### src/design/rs485_frame_checker_crc8_top_macros.svh
// Assertion helpers for the frame checker top level.
`ifndef RS485_FRAME_CHECKER_CRC8_TOP_MACROS_SVH
`define RS485_FRAME_CHECKER_CRC8_TOP_MACROS_SVH

// Same-cycle implication, checked out of reset only.
`define RFC_ASSERT_SAME(lbl, clk_s, rstn_s, ante, cons, msg) \
  lbl: assert property (@(posedge clk_s) disable iff (!(rstn_s)) (ante) |-> (cons)) \
    else $error(msg);

// Next-cycle implication, checked out of reset only.
`define RFC_ASSERT_NEXT(lbl, clk_s, rstn_s, ante, cons, msg) \
  lbl: assert property (@(posedge clk_s) disable iff (!(rstn_s)) (ante) |=> (cons)) \
    else $error(msg);

`endif

### src/design/rfc_pkg.sv
`timescale 1ns / 1ps
package rfc_pkg;

  typedef struct packed {
    logic [7:0] rx_byte;
    logic       frame_start;
  } in_item_t;

  typedef struct packed {
    logic [2:0] verdict;
    logic [7:0] trans_id;
    logic [7:0] payload_len;
  } out_item_t;

  localparam logic [2:0] VERDICT_OK       = 3'd0;
  localparam logic [2:0] VERDICT_BAD_HDR  = 3'd1;
  localparam logic [2:0] VERDICT_LEN_BIG  = 3'd2;
  localparam logic [2:0] VERDICT_BAD_TAIL = 3'd3;
  localparam logic [2:0] VERDICT_CRC_ERR  = 3'd4;

  localparam logic [7:0] HDR_MARK    = 8'hAA;
  localparam logic [7:0] TAIL_MARK   = 8'hBB;
  localparam logic [7:0] CRC_POLY    = 8'h8C;
  localparam logic [7:0] ID_OFFSET   = 8'd2;
  localparam logic [7:0] LEN_OFFSET  = 8'd16;
  localparam logic [8:0] DATA_OFFSET = 9'd17;
  localparam int         BUF_MARGIN  = 34;

  // One byte of reflected CRC-8, eight shift steps.
  function automatic logic [7:0] crc8_step(input logic [7:0] crc, input logic [7:0] b);
    logic [7:0] c;
    c = crc ^ b;
    for (int k = 0; k < 8; k++) begin
      if (c[0]) begin
        c = (c >> 1) ^ CRC_POLY;
      end else begin
        c = c >> 1;
      end
    end
    return c;
  endfunction

endpackage

### src/design/rfc_in_stage.sv
`timescale 1ns / 1ps
module rfc_in_stage (
  input  logic              clk,
  input  logic              rst_n,
  input  logic              in_valid,
  input  rfc_pkg::in_item_t in_item,
  input  logic              advance,
  output logic              in_stall,
  output logic              s1_valid,
  output rfc_pkg::in_item_t s1_item
);
  import rfc_pkg::*;

  logic     s1_valid_r;
  in_item_t s1_item_r;

  // Hold the item while the checker cannot retire it.
  assign in_stall = s1_valid_r && !advance;

  always_ff @(posedge clk) begin
    if (!rst_n) begin
      s1_valid_r <= 1'b0;
    end else if (!in_stall) begin
      s1_valid_r <= in_valid;
    end
  end

  always_ff @(posedge clk) begin
    if (!in_stall && in_valid) begin
      s1_item_r <= in_item;
    end
  end

  assign s1_valid = s1_valid_r;
  assign s1_item  = s1_item_r;

endmodule

### src/design/rfc_check.sv
`timescale 1ns / 1ps
module rfc_check #(
  parameter int RX_BUF_BYTES = 64
) (
  input  logic               clk,
  input  logic               rst_n,
  input  logic               item_valid,
  input  rfc_pkg::in_item_t  item,
  input  logic               advance,
  output logic               res_valid,
  output rfc_pkg::out_item_t res
);
  import rfc_pkg::*;

  localparam logic [7:0] LenLimit = 8'(RX_BUF_BYTES - BUF_MARGIN);

  logic [7:0] byte_pos_r, running_crc_r, len_seen_r, id_seen_r;
  logic       frame_active_r;

  logic [7:0] pos, crc, len_cur, id_cur, b;
  logic [7:0] id_nxt, len_nxt;
  logic [8:0] pos9, tail0;
  logic       active, emit;
  logic [2:0] code;
  logic       fire;

  assign b = item.rx_byte;

  always_comb begin
    // A start flag restarts the frame, dropping anything unfinished.
    pos     = item.frame_start ? 8'd0 : byte_pos_r;
    crc     = item.frame_start ? 8'd0 : running_crc_r;
    len_cur = item.frame_start ? 8'd0 : len_seen_r;
    id_cur  = item.frame_start ? 8'd0 : id_seen_r;
    active  = item.frame_start || frame_active_r;
    pos9    = {1'b0, pos};
    tail0   = {1'b0, len_cur} + DATA_OFFSET;
    id_nxt  = id_cur;
    len_nxt = len_cur;
    emit    = 1'b0;
    code    = VERDICT_OK;
    if (active) begin
      if (pos < ID_OFFSET) begin
        if (b != HDR_MARK) begin
          emit = 1'b1;
          code = VERDICT_BAD_HDR;
        end
      end else if (pos == ID_OFFSET) begin
        id_nxt = b;
      end else if (pos == LEN_OFFSET) begin
        len_nxt = b;
        if (b >= LenLimit) begin
          emit = 1'b1;
          code = VERDICT_LEN_BIG;
        end
      end else if (pos > LEN_OFFSET) begin
        if (pos9 == tail0 || pos9 == tail0 + 9'd1) begin
          if (b != TAIL_MARK) begin
            emit = 1'b1;
            code = VERDICT_BAD_TAIL;
          end
        end else if (pos9 == tail0 + 9'd2) begin
          emit = 1'b1;
          code = (b == crc) ? VERDICT_OK : VERDICT_CRC_ERR;
        end
      end
    end
  end

  assign res_valid       = item_valid && emit;
  assign res.verdict     = code;
  assign res.trans_id    = id_nxt;
  assign res.payload_len = len_nxt;

  assign fire = item_valid && advance;

  always_ff @(posedge clk) begin
    if (!rst_n) begin
      byte_pos_r     <= 8'd0;
      running_crc_r  <= 8'd0;
      len_seen_r     <= 8'd0;
      id_seen_r      <= 8'd0;
      frame_active_r <= 1'b0;
    end else if (fire && active) begin
      id_seen_r  <= id_nxt;
      len_seen_r <= len_nxt;
      if (emit) begin
        // Verdict given: close the frame and drop bytes until the next start.
        byte_pos_r     <= pos;
        running_crc_r  <= crc;
        frame_active_r <= 1'b0;
      end else begin
        byte_pos_r     <= pos + 8'd1;
        running_crc_r  <= crc8_step(crc, b);
        frame_active_r <= 1'b1;
      end
    end
  end

endmodule

### src/design/rfc_out_stage.sv
`timescale 1ns / 1ps
module rfc_out_stage (
  input  logic               clk,
  input  logic               rst_n,
  input  logic               load,
  input  rfc_pkg::out_item_t res,
  input  logic               out_stall,
  output logic               out_valid,
  output rfc_pkg::out_item_t out_item
);
  import rfc_pkg::*;

  logic      out_valid_r;
  out_item_t out_item_r;

  always_ff @(posedge clk) begin
    if (!rst_n) begin
      out_valid_r <= 1'b0;
    end else if (load) begin
      out_valid_r <= 1'b1;
    end else if (!out_stall) begin
      out_valid_r <= 1'b0;
    end
  end

  always_ff @(posedge clk) begin
    if (load) begin
      out_item_r <= res;
    end
  end

  assign out_valid = out_valid_r;
  assign out_item  = out_item_r;

endmodule

### src/design/rs485_frame_checker_crc8_top.sv
`timescale 1ns / 1ps
// Path: a byte waits in the input register until the checker can retire it; its verdict is
//   loaded into the result register (input reg, result reg) and can transfer out from there.
// Throughput: one byte per cycle unless the held byte makes a verdict while the result
//   register holds a stalled one; byte-wide CRC and position checks are combinational.
// Reset: synchronous, active low; clears both valid flags and the frame state, so the
//   block waits for a frame start.
module rs485_frame_checker_crc8_top #(
  parameter int RX_BUF_BYTES = 64
) (
  input  logic               clk,
  input  logic               rst_n,
  input  logic               in_valid,
  input  rfc_pkg::in_item_t  in_item,
  output logic               in_stall,
  output logic               out_valid,
  output rfc_pkg::out_item_t out_item,
  input  logic               out_stall
);
  import rfc_pkg::*;
  `include "rs485_frame_checker_crc8_top_macros.svh"

  logic      s1_valid;
  in_item_t  s1_item;
  logic      chk_res_valid;
  out_item_t chk_res;
  logic      advance;
  logic      res_load;

  // Retire the held byte unless it makes a verdict and the result register
  // is still occupied by a verdict that has not transferred out.
  assign advance  = !chk_res_valid || !out_valid || !out_stall;
  assign res_load = s1_valid && advance && chk_res_valid;

  // Input register: one received byte and its start flag.
  rfc_in_stage u_in (
    .clk      (clk),
    .rst_n    (rst_n),
    .in_valid (in_valid),
    .in_item  (in_item),
    .advance  (advance),
    .in_stall (in_stall),
    .s1_valid (s1_valid),
    .s1_item  (s1_item)
  );

  // Header, length, tail and CRC checks against the running frame state.
  rfc_check #(
    .RX_BUF_BYTES (RX_BUF_BYTES)
  ) u_check (
    .clk        (clk),
    .rst_n      (rst_n),
    .item_valid (s1_valid),
    .item       (s1_item),
    .advance    (advance),
    .res_valid  (chk_res_valid),
    .res        (chk_res)
  );

  // Result register: one verdict waiting for transfer.
  rfc_out_stage u_out (
    .clk       (clk),
    .rst_n     (rst_n),
    .load      (res_load),
    .res       (chk_res),
    .out_stall (out_stall),
    .out_valid (out_valid),
    .out_item  (out_item)
  );

  // A verdict taken from the checker must show up in the result register.
  `RFC_ASSERT_NEXT(a_load_lands, clk, rst_n, res_load, out_valid, "verdict lost after load")
  // Back-pressure only while a byte is held.
  `RFC_ASSERT_SAME(a_stall_held, clk, rst_n, in_stall, s1_valid, "stall with empty input reg")
  // Never overwrite a verdict that is still waiting.
  `RFC_ASSERT_SAME(a_no_overrun, clk, rst_n, out_valid && out_stall, !res_load,
    "pending verdict overwritten")
  // Verdict codes stay within the defined set.
  `RFC_ASSERT_SAME(a_code_range, clk, rst_n, out_valid, out_item.verdict <= VERDICT_CRC_ERR,
    "undefined verdict code")

endmodule

### config.mk
export PLATFORM = sky130hd
export DESIGN_NAME = rs485_frame_checker_crc8_top
export DESIGN_NICKNAME = d
export VERILOG_FILES = /design/src/design/rfc_pkg.sv /design/src/design/rfc_in_stage.sv /design/src/design/rfc_check.sv /design/src/design/rfc_out_stage.sv /design/src/design/rs485_frame_checker_crc8_top.sv
export VERILOG_INCLUDE_DIRS = /design/src /design/src/design
export SDC_FILE = /design/constraint.sdc
export NUM_CORES = 1
export LEC_CHECK = 0
export BUFFER_PORTS_ARGS = -buffer_cell sky130_fd_sc_hd__buf_2
export CORE_AREA = 2 2 101 103
export CTS_CLUSTER_DIAMETER = 120
export CTS_CLUSTER_SIZE = 24
export DETAILED_ROUTE_END_ITERATION = 6
export DIE_AREA = 0 0 103 105
export MAX_ROUTING_LAYER = met4
export PLACE_DENSITY = 0.65
export SETUP_SLACK_MARGIN = 0.5
export SLEW_MARGIN = 20
export SYNTH_ARGS = -nofsm -noshare
export SYNTH_HDL_FRONTEND = slang
export SYNTH_SLANG_ARGS = --single-unit
### constraint.sdc
create_clock -name clk -period 12.4 [get_ports clk]
set_input_delay 0.62 -clock clk [delete_from_list [all_inputs] [get_ports clk]]
set_output_delay 0.62 -clock clk [all_outputs]
set_load 0.05 [all_outputs]
==> results.md <==
* Static leakage at between 1.5 and 2 nW
* Synth Net Count at approximately 500
* Ys flop type: dfxtp_1
* Cell Area, Synth at 0.00431 mm^2
* Final Core Density at approximately half
* Met2 Wirelength at 5140 um
* Final Cell Area at around 0.0046 mm^2
* Die Y at roughly 110 um
* Overall Global Routing Usage at 21.9%
* Core area at just under 0.01 mm^2
* Routed via count at roughly 3800
* Area Growth Syn to Fin at 7.96%
* Seq cells post-synth at 63
* Met1 wire length at 5020 um
* Synth area leaders: edfxtp_1 (20%), dfxtp_1 (16%), xnor2_1 (6.9%)
* Full die area at 0.0108 mm^2
* Worst hold path class: in2reg
* Post-synthesis async set-or-reset flop share at 0%
* Critical Path Start: u_in.s1_item[0]
* Cell taking the most area after synthesis: edfxtp_1
* Synthesized instance count at approximately 480
* Vias/cell at around 6.0
* Max transition margin at between 30% and 40%
* Chip Width at just over 100 um
* Remaining global-route overflow at 0
* Most common cell in the netlist: nor2_1
* Pin count of the biggest net entering global routing at between 50 and 60
* CP arrival at about 4.3 ns
* Highest clock rate at a little over 200 MHz
* Post-CTS Setup Bufs at 0
* Share of the synthesized area in the top cell type at between 10% and 20%
* # clock sinks at 63
* Top layer in use: met4
* DP Wirelength at between 7000 and 8000 um
* Setup TNS at 0 ns
* Setup crit start kind: flop
* Clock Root Buffer: clkbuf_8
* Met3 routed WL at between 700 and 800 um
* Post-Place Cell Area at 0.00447 mm^2
* Most frequent cells after synthesis: nor2_1 (40), nand2_1 (36), dfxtp_1 (35)
* Final period utilization at about two fifths
* I/O Buffers at 33
* Fin. max-slew vios at 0
* Register area at about 0.0015 mm^2
* Worst-Margin Slew at approximately 0.91 ns
* Share of cells above drive strength 1 at ~16%
* Minimum clock period at a little under 5 ns
* RSZ-0062 raised after global routing: false
* Starting Density at 44.7%
* Drt total wl at around 11000 um
* Fin Clk Skew at 0.0109 ns
* Worst R2R Path Depth at 13
* Final ANT Viol Nets at 0
* Area of the multi-input gates at 0.00248 mm^2
* First-pass GRT wire length at approximately 18000 um
* Critical Path Sink: in_stall
* Initial antenna violation count at 0
* Critical path fanouts, max at 51
* Final Setup Violations at 0
* Post-synth EDFFs at 28
* Clock buffer count from CTS at 9
* PD cells at 98.8 mW/mm^2
* Final Hold Viols at 0
* Worst endpoint required time at ~12 ns
* Setup CP Type: reg2out
* Vias in the first global route at around 3500
* Worst setup EP type: output pin
* # IOs at 34
* Final net count at 505
* # diodes at 0
* CTS tree: done
* Yosys cell types at 71
* Worst r2r src: u_in.s1_item[0]
* Sequential fraction of the synthesis area at a little over a third
* CTS Buffer Depth at 2
* Synth Warn # at 0
* Rows at 36
* Synthesized area per cell at approximately 9.0 um^2
* Initial DRC Count at between 400 and 500
* Dpl cells at about 600
* # DRC at 0
* H-Tree Level Count at 3
* Worst VDD drop at roughly 0.038 mV
* Post_cts resized at 0
* Non-filler cells, final at 625
* Hold_buf cts at 0
* Reg-to-Reg End: u_in.s1_item[0]
* # Max-Cap Violations at 0
* Placer Congestion at 0.917
* Clock latency at the later pin of the worst-skew pair at approximately 0.35 ns
* Worst reg2reg setup slack at between 7 and 8 ns
* Status: completed
* # fillers at between 900 and 1000
* Wirelength per Cell at around 18 um
* Router iterations before antenna repair at 5
* Clock transition at the registers of the reported paths at about 0.080 ns
-- worst max-delay path, stage by stage, from the launching register on --
cell and delay [ns]:
edfxtp_1 0.36, buf_4 0.30, nor2_1 0.25, ha_1 0.37
inv_1 0.15, xnor2_1 0.16, ha_1 0.33, and4b_1 0.21
a31oi_1 0.05, o32ai_1 0.16, nand3b_1 0.13, nor4b_2 0.42
a41oi_4 0.25, and2_4 0.27, nor3_2 0.18, buf_2 0.32
-- registers in the layout, summed over array words and instances (netlist names) --
register,flops
u_check.byte_pos_r,8
u_check.frame_active_r,1
u_check.id_seen_r,8
u_check.len_seen_r,8
u_check.running_crc_r,8
u_in.s1_item,9
u_in.s1_valid,1
u_out.out_item,19
u_out.out_valid,1
-- worst min-delay path by stage --
stage                               startpoint  slack [ns]  cells after the start                    to
after floorplan           u_check.id_seen_r[5]        0.43                      2  u_check.id_seen_r[5]
after global placement    u_check.id_seen_r[5]        0.44                      2  u_check.id_seen_r[5]
after detailed placement  u_check.id_seen_r[5]        0.44                      2  u_check.id_seen_r[5]
after CTS                           in_item[7]        0.43                      1       u_in.s1_item[7]
after global routing                in_item[7]        0.43                      1       u_in.s1_item[7]
final                               in_item[7]        0.44                      1       u_in.s1_item[7]
-- per-layer routing --
metal / global-route usage (%) / up-vias
li1: - / 1776
met1: 29.7 / 1791
met2: 32.6 / 164
met3: 3.88 / 24
met4: 7.89 / 0
met5: - / -
-- metrics by stage --
stage	setup slack (ns)	power, mW	hold slack, ns
2_1_floorplan	7.48	0.286	0.434
3_3_place_gp	7.98	0.300	0.444
3_5_place_dp	7.82	0.301	0.444
4_1_cts	7.54	0.460	0.428
5_1_grt	7.13	0.475	0.426
6_report	7.50	0.459	0.439
-- kinds of logic (layout without fill, tap and decap cells) --
family / after synthesis / count (layout) / synth area share [%]
buf+inv: 65 / 80 / 6.80
flops: 63 / 63 / 35.8
fa+ha+maj: 5 / 5 / 1.45
mux: 17 / 17 / 4.65
simple gates: 168 / 168 / 20.9
xor+xnor: 50 / 50 / 11.2
compound gates: 109 / 109 / 19.3
-- cell type report --
| class | instances | share of cell area [%] |
|---|---|---|
| inverter | 30 | 2.42 |
| timing repair buffer | 34 | 3.71 |
| clock buffer | 9 | 2.66 |
| clock inverter | 7 | 1.05 |
| tap | 133 | 3.58 |
| sequential | 63 | 33.2 |
| multi-input combinational | 349 | 53.4 |
-- power by group --
part / switching, mW / total [mW] / leakage, nW / internal, mW
sequential: 0.0105 / 0.234 / 0.545 / 0.224
combinational: 0.0408 / 0.0639 / 1.01 / 0.0231
clock: 0.0888 / 0.161 / 0.0894 / 0.0727
total: 0.140 / 0.459 / 1.65 / 0.319
-- layout by cell type (no fill, tap or decap), drive strengths merged, types with 18 or more instances in the layout --
cell / instances
a211oi: 18
nor2: 40
buf: 34
nand2: 36
o21ai: 21
nor3: 28
edfxtp: 28
inv: 30
xnor2: 36
dfxtp: 35
Power figures use the tool's default switching activity.
